<file path="src/sv/nvpt_pkg.sv">
// ----------------------------------------------------------------------------
// nvpt_pkg
// Types and character codes for the name/value pair tokenizer.
// ----------------------------------------------------------------------------
`default_nettype none

package nvpt_pkg;

    localparam int BYTE_W = 8;

    typedef logic [BYTE_W-1:0] byte_t;

    typedef enum logic [1:0] {
        ROLE_SEP    = 2'd0,
        ROLE_NAME   = 2'd1,
        ROLE_VALUE  = 2'd2,
        ROLE_SYNTAX = 2'd3
    } role_t;

    typedef enum logic [1:0] {
        ST_BUSY = 2'd0,
        ST_PAIR = 2'd1,
        ST_BAD  = 2'd2,
        ST_NONE = 2'd3
    } status_t;

    localparam byte_t CH_NUL   = 8'h00;
    localparam byte_t CH_TAB   = 8'h09;
    localparam byte_t CH_LF    = 8'h0A;
    localparam byte_t CH_CR    = 8'h0D;
    localparam byte_t CH_SPACE = 8'h20;
    localparam byte_t CH_DQ    = 8'h22;
    localparam byte_t CH_SQ    = 8'h27;
    localparam byte_t CH_COMMA = 8'h2C;
    localparam byte_t CH_SEMI  = 8'h3B;
    localparam byte_t CH_EQ    = 8'h3D;

    typedef struct packed {
        logic is_nul;
        logic is_eq;
        logic is_sep;
        logic is_dq;
        logic is_sq;
    } char_class_t;

endpackage

`default_nettype wire

</file>
<file path="src/sv/nvpt_byte_if.sv">
// ----------------------------------------------------------------------------
// nvpt_byte_if
// Text channel: one byte per word.
// ----------------------------------------------------------------------------
`default_nettype none

interface nvpt_byte_if;
    logic            valid;
    logic            ready;
    nvpt_pkg::byte_t text_byte;

    modport source (output valid, output text_byte, input ready);
    modport sink   (input valid, input text_byte, output ready);
endinterface

`default_nettype wire

</file>
<file path="src/sv/nvpt_result_if.sv">
// ----------------------------------------------------------------------------
// nvpt_result_if
// Result channel: byte role and pair status per word.
// ----------------------------------------------------------------------------
`default_nettype none

interface nvpt_result_if;
    logic              valid;
    logic              ready;
    nvpt_pkg::role_t   byte_role;
    nvpt_pkg::status_t pair_status;

    modport source (output valid, output byte_role, output pair_status, input ready);
    modport sink   (input valid, input byte_role, input pair_status, output ready);
endinterface

`default_nettype wire

</file>
<file path="src/sv/nvpt_char_class.sv">
// ----------------------------------------------------------------------------
// nvpt_char_class
// Decodes one text byte into the character classes the parser uses.
// ----------------------------------------------------------------------------
`default_nettype none

module nvpt_char_class (
    input  wire nvpt_pkg::byte_t  text_byte,
    output nvpt_pkg::char_class_t cls
);

    always_comb
    begin
        cls.is_nul = (text_byte == nvpt_pkg::CH_NUL);
        cls.is_eq  = (text_byte == nvpt_pkg::CH_EQ);
        cls.is_dq  = (text_byte == nvpt_pkg::CH_DQ);
        cls.is_sq  = (text_byte == nvpt_pkg::CH_SQ);
        cls.is_sep = (text_byte == nvpt_pkg::CH_COMMA) || (text_byte == nvpt_pkg::CH_SEMI)
                  || (text_byte == nvpt_pkg::CH_SPACE) || (text_byte == nvpt_pkg::CH_TAB)
                  || (text_byte == nvpt_pkg::CH_LF)    || (text_byte == nvpt_pkg::CH_CR);
    end

endmodule

`default_nettype wire

</file>
<file path="src/sv/nvpt_parse_core.sv">
// ----------------------------------------------------------------------------
// nvpt_parse_core
// Parse state machine: advances one byte per step and registers its result.
// ----------------------------------------------------------------------------
`default_nettype none

module nvpt_parse_core (
    input  wire logic                  clk,
    input  wire logic                  rst_n,
    input  wire logic                  step,
    input  wire nvpt_pkg::char_class_t cls,
    output nvpt_pkg::role_t            byte_role,
    output nvpt_pkg::status_t          pair_status
);

    typedef enum logic [2:0] {
        MODE_BEFORE_NAME  = 3'd0,
        MODE_IN_NAME      = 3'd1,
        MODE_AFTER_NAME   = 3'd2,
        MODE_BEFORE_VALUE = 3'd3,
        MODE_IN_PLAIN     = 3'd4,
        MODE_IN_QUOTED    = 3'd5,
        MODE_IGNORE       = 3'd6
    } mode_t;

    mode_t             mode_reg, mode_next;
    logic              dq_reg, dq_next;
    nvpt_pkg::role_t   role_reg, role_next;
    nvpt_pkg::status_t status_reg, status_next;
    logic              close_quote;

    assign close_quote = dq_reg ? cls.is_dq : cls.is_sq;

    always_comb
    begin
        mode_next   = mode_reg;
        dq_next     = dq_reg;
        role_next   = nvpt_pkg::ROLE_SEP;
        status_next = nvpt_pkg::ST_BUSY;
        unique case (mode_reg) inside
            MODE_IN_NAME, MODE_AFTER_NAME:
            begin
                if (cls.is_nul)
                begin
                    status_next = nvpt_pkg::ST_BAD;
                    mode_next   = MODE_BEFORE_NAME;
                end
                else if (cls.is_eq)
                begin
                    role_next = nvpt_pkg::ROLE_SYNTAX;
                    mode_next = MODE_BEFORE_VALUE;
                end
                else if (cls.is_sep)
                begin
                    mode_next = MODE_AFTER_NAME;
                end
                else if (mode_reg == MODE_IN_NAME)
                begin
                    role_next = nvpt_pkg::ROLE_NAME;
                end
                else
                begin
                    status_next = nvpt_pkg::ST_BAD;
                    mode_next   = MODE_IGNORE;
                end
            end
            MODE_BEFORE_VALUE:
            begin
                if (cls.is_nul)
                begin
                    status_next = nvpt_pkg::ST_PAIR;
                    mode_next   = MODE_BEFORE_NAME;
                end
                else if (cls.is_eq)
                begin
                    role_next   = nvpt_pkg::ROLE_SYNTAX;
                    status_next = nvpt_pkg::ST_PAIR;
                    mode_next   = MODE_BEFORE_NAME;
                end
                else if (cls.is_dq || cls.is_sq)
                begin
                    role_next = nvpt_pkg::ROLE_SYNTAX;
                    dq_next   = cls.is_dq;
                    mode_next = MODE_IN_QUOTED;
                end
                else if (!cls.is_sep)
                begin
                    role_next = nvpt_pkg::ROLE_VALUE;
                    mode_next = MODE_IN_PLAIN;
                end
            end
            MODE_IN_PLAIN:
            begin
                if (cls.is_nul || cls.is_sep)
                begin
                    status_next = nvpt_pkg::ST_PAIR;
                    mode_next   = MODE_BEFORE_NAME;
                end
                else if (cls.is_eq)
                begin
                    role_next   = nvpt_pkg::ROLE_SYNTAX;
                    status_next = nvpt_pkg::ST_PAIR;
                    mode_next   = MODE_BEFORE_NAME;
                end
                else
                begin
                    role_next = nvpt_pkg::ROLE_VALUE;
                end
            end
            MODE_IN_QUOTED:
            begin
                if (cls.is_nul)
                begin
                    status_next = nvpt_pkg::ST_PAIR;
                    mode_next   = MODE_BEFORE_NAME;
                end
                else if (close_quote)
                begin
                    role_next   = nvpt_pkg::ROLE_SYNTAX;
                    status_next = nvpt_pkg::ST_PAIR;
                    mode_next   = MODE_BEFORE_NAME;
                end
                else
                begin
                    role_next = nvpt_pkg::ROLE_VALUE;
                end
            end
            MODE_IGNORE:
            begin
                if (cls.is_nul)
                begin
                    mode_next = MODE_BEFORE_NAME;
                end
            end
            default:
            begin
                if (cls.is_nul)
                begin
                    status_next = nvpt_pkg::ST_NONE;
                    mode_next   = MODE_BEFORE_NAME;
                end
                else if (cls.is_eq)
                begin
                    role_next = nvpt_pkg::ROLE_SYNTAX;
                    mode_next = MODE_BEFORE_VALUE;
                end
                else if (cls.is_sep)
                begin
                    mode_next = MODE_BEFORE_NAME;
                end
                else
                begin
                    role_next = nvpt_pkg::ROLE_NAME;
                    mode_next = MODE_IN_NAME;
                end
            end
        endcase
    end

    always_ff @(posedge clk or negedge rst_n)
    begin
        if (!rst_n)
        begin
            mode_reg   <= MODE_BEFORE_NAME;
            dq_reg     <= 1'b0;
            role_reg   <= nvpt_pkg::ROLE_SEP;
            status_reg <= nvpt_pkg::ST_BUSY;
        end
        else if (step)
        begin
            mode_reg   <= mode_next;
            dq_reg     <= dq_next;
            role_reg   <= role_next;
            status_reg <= status_next;
        end
    end

    assign byte_role   = role_reg;
    assign pair_status = status_reg;

endmodule

`default_nettype wire

</file>
<file path="src/sv/name_value_pair_tokenizer.sv">
// ----------------------------------------------------------------------------
// name_value_pair_tokenizer
// Tags each text byte and reports completed or malformed name=value pairs.
//
//   channel      dir   word contents
//   text_in      in    text_byte[7:0]
//   result_out   out   byte_role[1:0], pair_status[1:0]
//
// One byte per cycle sustained while result_out is not stalled; a word
// taken into the input register is parsed into the result register and
// can then leave on result_out.
// Reset clears both valid flags and returns the parser to before-name.
// A stall on result_out holds the result; text_in keeps taking one more
// byte into the input register, then drops ready until the result drains.
// ----------------------------------------------------------------------------
`default_nettype none

module name_value_pair_tokenizer (
    input  wire logic     clk,
    input  wire logic     rst_n,
    nvpt_byte_if.sink     text_in,
    nvpt_result_if.source result_out
);

    logic                  in_valid_reg, in_valid_next;
    nvpt_pkg::byte_t       byte_reg;
    logic                  out_valid_reg, out_valid_next;
    logic                  advance;
    logic                  take;
    nvpt_pkg::char_class_t cls;

    assign advance = in_valid_reg && (!out_valid_reg || result_out.ready);
    assign text_in.ready = rst_n && (!in_valid_reg || advance);
    assign take = text_in.valid && text_in.ready;

    always_comb
    begin
        in_valid_next  = take ? 1'b1 : (advance ? 1'b0 : in_valid_reg);
        out_valid_next = advance ? 1'b1 : (result_out.ready ? 1'b0 : out_valid_reg);
    end

    always_ff @(posedge clk or negedge rst_n)
    begin
        if (!rst_n)
        begin
            in_valid_reg  <= 1'b0;
            out_valid_reg <= 1'b0;
        end
        else
        begin
            in_valid_reg  <= in_valid_next;
            out_valid_reg <= out_valid_next;
        end
    end

    always_ff @(posedge clk)
    begin
        if (take)
        begin
            byte_reg <= text_in.text_byte;
        end
    end

    nvpt_char_class u_class (
        .text_byte (byte_reg),
        .cls       (cls)
    );

    nvpt_parse_core u_core (
        .clk         (clk),
        .rst_n       (rst_n),
        .step        (advance),
        .cls         (cls),
        .byte_role   (result_out.byte_role),
        .pair_status (result_out.pair_status)
    );

    assign result_out.valid = out_valid_reg;

endmodule

`default_nettype wire

</file>
<file path="src/flat_wrapper.sv">
// flat-port wrapper written by rule: the top's interface ports become plain ports
module name_value_pair_tokenizer_flat 
  (clk, rst_n, text_in_valid, text_in_text_byte, text_in_ready, result_out_valid, result_out_byte_role, result_out_pair_status, result_out_ready);
  nvpt_byte_if text_in_i ();
  nvpt_result_if result_out_i ();
  input  wire logic clk;
  input  wire logic rst_n;
  input wire logic [$bits(text_in_i.valid)-1:0] text_in_valid;
  input wire logic [$bits(text_in_i.text_byte)-1:0] text_in_text_byte;
  output wire logic [$bits(text_in_i.ready)-1:0] text_in_ready;
  output wire logic [$bits(result_out_i.valid)-1:0] result_out_valid;
  output wire logic [$bits(result_out_i.byte_role)-1:0] result_out_byte_role;
  output wire logic [$bits(result_out_i.pair_status)-1:0] result_out_pair_status;
  input wire logic [$bits(result_out_i.ready)-1:0] result_out_ready;
  assign text_in_i.valid = text_in_valid;
  assign text_in_i.text_byte = text_in_text_byte;
  assign text_in_ready = text_in_i.ready;
  assign result_out_valid = result_out_i.valid;
  assign result_out_byte_role = result_out_i.byte_role;
  assign result_out_pair_status = result_out_i.pair_status;
  assign result_out_i.ready = result_out_ready;
  name_value_pair_tokenizer u_core (.clk(clk), .rst_n(rst_n), .text_in(text_in_i), .result_out(result_out_i));
endmodule
</file>
<file path="config.mk">
export PLATFORM = sky130hd
export DESIGN_NAME = name_value_pair_tokenizer_flat
export DESIGN_NICKNAME = d
export VERILOG_FILES = /design/src/sv/nvpt_pkg.sv /design/src/sv/nvpt_byte_if.sv /design/src/sv/nvpt_result_if.sv /design/src/sv/nvpt_char_class.sv /design/src/sv/nvpt_parse_core.sv /design/src/sv/name_value_pair_tokenizer.sv /design/src/flat_wrapper.sv
export SDC_FILE = /design/constraint.sdc
export NUM_CORES = 1
export LEC_CHECK = 0
export ABC_AREA = 1
export BUFFER_PORTS_ARGS = -buffer_cell sky130_fd_sc_hd__buf_2
export CORE_MARGIN = 1
export CORE_UTILIZATION = 50
export DETAILED_ROUTE_END_ITERATION = 16
export PLACE_DENSITY = 0.71
export SKIP_CTS_REPAIR_TIMING = 1
export SLEW_MARGIN = 5
export SYNTH_ARGS = -nofsm -noshare
export SYNTH_HDL_FRONTEND = slang
export SYNTH_SLANG_ARGS = --single-unit
</file>
<file path="constraint.sdc">
create_clock -name clk -period 2.4 [get_ports clk]
set_input_delay 0.6 -clock clk [delete_from_list [all_inputs] [get_ports clk]]
set_output_delay 0.6 -clock clk [all_outputs]
set_load 0.005 [all_outputs]
</file>
# Yosys cells after proc, flatten, opt, wreduce, memory -nomap -nowiden

Cells that the tools add are included.

$add $sub $neg: 0
$mul: 0
Divide/modulo/power cells: 0
$lt $le $gt $ge: 0
Eq/ne operators: 20
Shift-type cells: 0
Multiplexer cells: 49
Bitwise gates (word level): 2
Reduce and logical (&&, ||, !) cells: 20

Operators by type and width:

| cell                 | count |
|---|---|
| $eq A8 B6 Y1 const B | 6 |
| $mux W3              | 13 |
| $mux W2              | 17 |
| $eq A8 B4 Y1 const B | 3 |
| $pmux W2 S5          | 2 |
| $mux W1              | 16 |
| $pmux W3 S5          | 1 |
| $eq A3 B3 Y1 const B | 3 |
| $logic_or A1 B1 Y1   | 9 |
| $logic_not A8 Y1     | 1 |
| $eq A3 B2 Y1 const B | 2 |
| $reduce_and A6 Y1    | 1 |
| $ne A5 B4 Y1 const B | 1 |
| $ne A5 B5 Y1 const B | 1 |
| $reduce_and A5 Y1    | 1 |
| $reduce_bool A2 Y1   | 2 |
| $eq A3 B1 Y1 const B | 1 |
| $logic_and A1 B1 Y1  | 3 |
| $ne A3 B2 Y1 const B | 1 |
| $ne A3 B3 Y1 const B | 1 |
| $logic_not A1 Y1     | 2 |
| $ne A2 B2 Y1 const B | 1 |
| $not A1 Y1           | 2 |
| $reduce_or A2 Y1     | 1 |

Register bits: 18
Latch bits: 0
Bits in writable memories: 0
ROM bits: 0
Logic and storage cells: 98
Memories kept: 0

# Logic depth before layout (Yosys ltp)

Depth in word-level cells: 11
Gate-level depth with buffers: 14
Mapped depth without buffers: 14

# Modules after synthesis

Synthesis repeated with hierarchy kept, for this count alone.

Cell total of the unflattened synthesis: 184
Area, all modules: 1249.9 um^2

Modules (own cells, without submodules):

| module                    | instances | cells an instance | area an instance (um^2) | sequential area each (um^2) |
|---|---|---|---|---|
| nvpt_parse_core           | 1         | 125               | 729.4                   | 200.2 |
| name_value_pair_tokenizer | 1         | 22                | 349.1                   | 290.3 |
| nvpt_char_class           | 1         | 37                | 171.4                   | 0.0 |

# Least setup slack after synthesis

Ideal clock, no wire load.

Path kind: input to register
Start point: input result_out_ready
End point: register u_core.byte_reg[0], enable pin
Library setup time: 0.371 ns
Arrival: 1.221 ns
Required time: 2.029 ns
Setup slack: 0.808 ns
Cell stages on the path: 6
Cell sequence: inv_1 -> nand2_1 -> nor2_1 -> inv_1 -> nand2_1 -> nor2_1

Longest elaborated chain between the ends: 5

RTL lines:

| item                 | RTL line                        | text |
|---|---|---|
| from (decl)          | flat_wrapper.sv:14              | `input wire logic [$bits(result_out_i.ready)-1:0] result_out_ready;` |
| $logic_or A1 B1 Y1   | name_value_pair_tokenizer.sv:32 | `assign advance = in_valid_reg && (!out_valid_reg \|\| result_out.ready);` |
| $logic_and A1 B1 Y1  | name_value_pair_tokenizer.sv:32 |  |
| $logic_or A1 B1 Y1   | name_value_pair_tokenizer.sv:33 | `assign text_in.ready = rst_n && (!in_valid_reg \|\| advance);` |
| $logic_and A1 B1 Y1  | name_value_pair_tokenizer.sv:33 |  |
| $logic_and A1 B1 Y1  | name_value_pair_tokenizer.sv:34 | `assign take = text_in.valid && text_in.ready;` |
| to (signal assigned) | name_value_pair_tokenizer.sv:60 | `byte_reg <= text_in.text_byte;` |
| to (decl)            | name_value_pair_tokenizer.sv:26 | `nvpt_pkg::byte_t byte_reg;` |

Every way passes these cells.
A chain may end at the register's enable or synchronous reset.

# Final worst setup path

Start point: input result_out_ready
End point: output text_in_ready

Longest elaborated chain between the ends: 4

RTL lines:

| item                | RTL line                        | text |
|---|---|---|
| $logic_or A1 B1 Y1  | name_value_pair_tokenizer.sv:32 |  |
| $logic_and A1 B1 Y1 | name_value_pair_tokenizer.sv:32 |  |
| $logic_or A1 B1 Y1  | name_value_pair_tokenizer.sv:33 |  |
| $logic_and A1 B1 Y1 | name_value_pair_tokenizer.sv:33 |  |
| to (decl)           | flat_wrapper.sv:10              | `output wire logic [$bits(text_in_i.ready)-1:0] text_in_ready;` |

Every way passes these cells.

==> impl_results.md <==
- Number of core rows: 17
- Synth-to-layout area growth: 11.5%
- Finished Layout Cells: 227
- Global route total overflow: 0
- Clock sinks: 18
- Synthesized area per cell: 7.15 sq um
- Distinct cells, synth: 23
- 1st-iter DRT viols: 33
- Startpoint types: input port
- DR WL/cell: 10.7 um
- GPL Wtd Cong: 0.876
- Hold crit path type: input port to asynchronous set/reset pin
- Peak VDD IR: 0.613 mV
- R2R Path End: u_core.u_core.byte_role[0]
- Die area: 2750 sq um
- Initial core utilization: 55.4%
- Ant. Diodes: 0
- Hpwl dp: 2.00 mm
- Max Cap Violations: 0
- Critical Path, Cell by Cell: buf_2 -> inv_1 -> nand2_1 -> nor2_1 -> inv_1 -> nand2_1 -> inv_1 -> buf_2
- FMAX: 556 MHz
- Synthesized flop and latch total: 18
- H-tree depth: 1
- Min Hold Slack: 159 ps
- Fin. Hold Viols: 0
- Inst Count DP: 223
- Register area share after synthesis: 38.5%
- DR WL met3: 91 um
- Mapped cell area: 1270 sq um
- Die Span Y: 52.4 um
- Setup repair after global routing missed its margin: no
- DRT Pass-1 Iters: 4
- Worst rel slew slack: 58.9%
- Pwr per Cell Area: 708 nW/um^2
- Outcome: finished, final reports clean
- Reg2Reg Depth: 10
- Max Transition Viols Final: 0
- Crit path DAT: 1200 ps
- CTS clk-pin slew, worst paths: 90 ps
- Layout cell share with drive strength beyond 1: 24.6%
- Cell seen most often among critical-path stages: inv_1
- Met2 wire length: 1.08 mm
- Clock root buffer master: clkbuf_4
- Worst setup EP type: output pin
- R2R Setup Slk: 730 ps
- Setup Skew: 8.25 ps
- Fin area: 1420 sq um
- DRT Wirelength: 2.42 mm
- Max reg flops: 8
- Synth Net Count: 190
- Detail Route Antenna Nets: 0
- Worst Max-Slew Pin Slew: 614 ps
- Residual DRC: 0
- Setup ws final: 603 ps
- GRT Util Overall: 20.7%
- Most frequent cells in the layout: 46 x nand2_1, 31 x inv_1, 18 x nor2_1
- Ports: 18
- Leakage power figure: 0.000756 uW
- Critical path peak fanout: 3
- Worst path required time: 1800 ps
- Core area: 2300 sq um
- Vias in the first global route: 998
- Final setup TNS: 0 ps
- Highest metal used: met4
- Initial antenna violation count: 0
- CTS buffer count: 3
- FF-to-FF Start: u_core.byte_reg[3]
- Ys Warns: 0
- Vias: 1147
- Period utilisation layout: 74.9%
- Worst setup path category: input port to output pin
- Final setup viols: 0
- Nets: 212
- Die X: 52.4 um
- Largest net degree at the start of global routing: 12
- Commonest non-fill, non-tap cell in the layout: nand2_1
- Post-layout minimum cycle time: 1800 ps
- Maximum clock path buffer count: 2
- Vias per cell: 5.05
- CTS tree: yes
- Max stage delay cell, worst path: buf_2
- Critical Path Max Stage Delay: 110 ps
- Skew-Pair Late Insertion Delay: 280 ps
- Placed Instance Area: 1390 sq um
- Post-Place Setup Slack: 565 ps
- Number of port buffers: 17
- Met1 wire length: 1.23 mm
- First-pass GRT wire length: 4.17 mm
- Syn Inst Count: 178
==> worst max-delay path by stage <==
stage / start / end / slack, ps / depth (start not counted)
2_1_floorplan: result_out_ready / u_core.byte_reg[0] / 810 / 6
3_3_place_gp: rst_n / u_core.byte_reg[0] / 620 / 3
3_5_place_dp: result_out_ready / u_core.byte_reg[1] / 560 / 7
4_1_cts: result_out_ready / text_in_ready / 600 / 8
5_1_grt: result_out_ready / text_in_ready / 520 / 8
6_report: result_out_ready / text_in_ready / 600 / 8
==> critical path: cells and delay by family <==
family	cells	cell delay, ps
buf+inv	5	340
simple gates	3	250
==> cell usage after synthesis <==
master / n / area (sq um)
or2_2: 3 / 18.8
nand4_1: 5 / 31.3
nor2_8: 1 / 20.0
dfrtp_1: 10 / 250
nand2_2: 5 / 31.3
nand3_1: 14 / 70.1
inv_2: 6 / 22.5
o21ai_4: 1 / 16.3
nor2_2: 5 / 31.3
o31ai_1: 1 / 7.51
a21oi_1: 5 / 25.0
nand3b_1: 1 / 7.51
nand3_4: 1 / 17.5
nor2_1: 18 / 67.6
nand2_1: 46 / 173
edfxtp_1: 8 / 240
clkinv_1: 1 / 3.75
o22ai_1: 1 / 6.26
inv_1: 31 / 116
o21ai_1: 3 / 15.0
nand3_2: 2 / 20.0
o21ai_0: 5 / 25.0
nor2_4: 5 / 56.3
==> where the power goes <==
part | internal (uW) | switching, uW
clock network | 60.2 | 79.9
registers | 382 | 53.6
logic | 166 | 263
total | 608 | 397
==> through the flow <==
stage                     power, uW  utilization, %
after floorplan                 750               -
after detailed placement        864            60.6
after global routing           1090            61.8
after CTS                      1010            61.8
after global placement          853            60.6
final                          1010            61.8
==> layout make-up <==
class                           count  area, sq um
Clock buffer                        3         22.5
Inverter                           38          143
Timing Repair Buffer               17         85.1
Clock inverter                      1         3.75
Multi-Input combinational cell    122          639
Tap cell                           28         35.0
Sequential cell                    18          490
Fill cell                         221          878
==> kinds of logic (layout without fill, tap and decap cells) <==
kind of cell    after synthesis  in the layout  share of synthesized area, %
simple gates                106            106                          42.8
compound gates               16             16                          7.47
flops                        18             18                          38.5
buf+inv                      38             59                          11.2
==> routing by layer <==
layer	vias up	track usage (%)
met4	0	6.58
li1	597	-
met3	2	1.74
met1	514	31.0
met2	34	31.2
met5	-	0
Note: power is estimated with default switching activity, not from simulation.
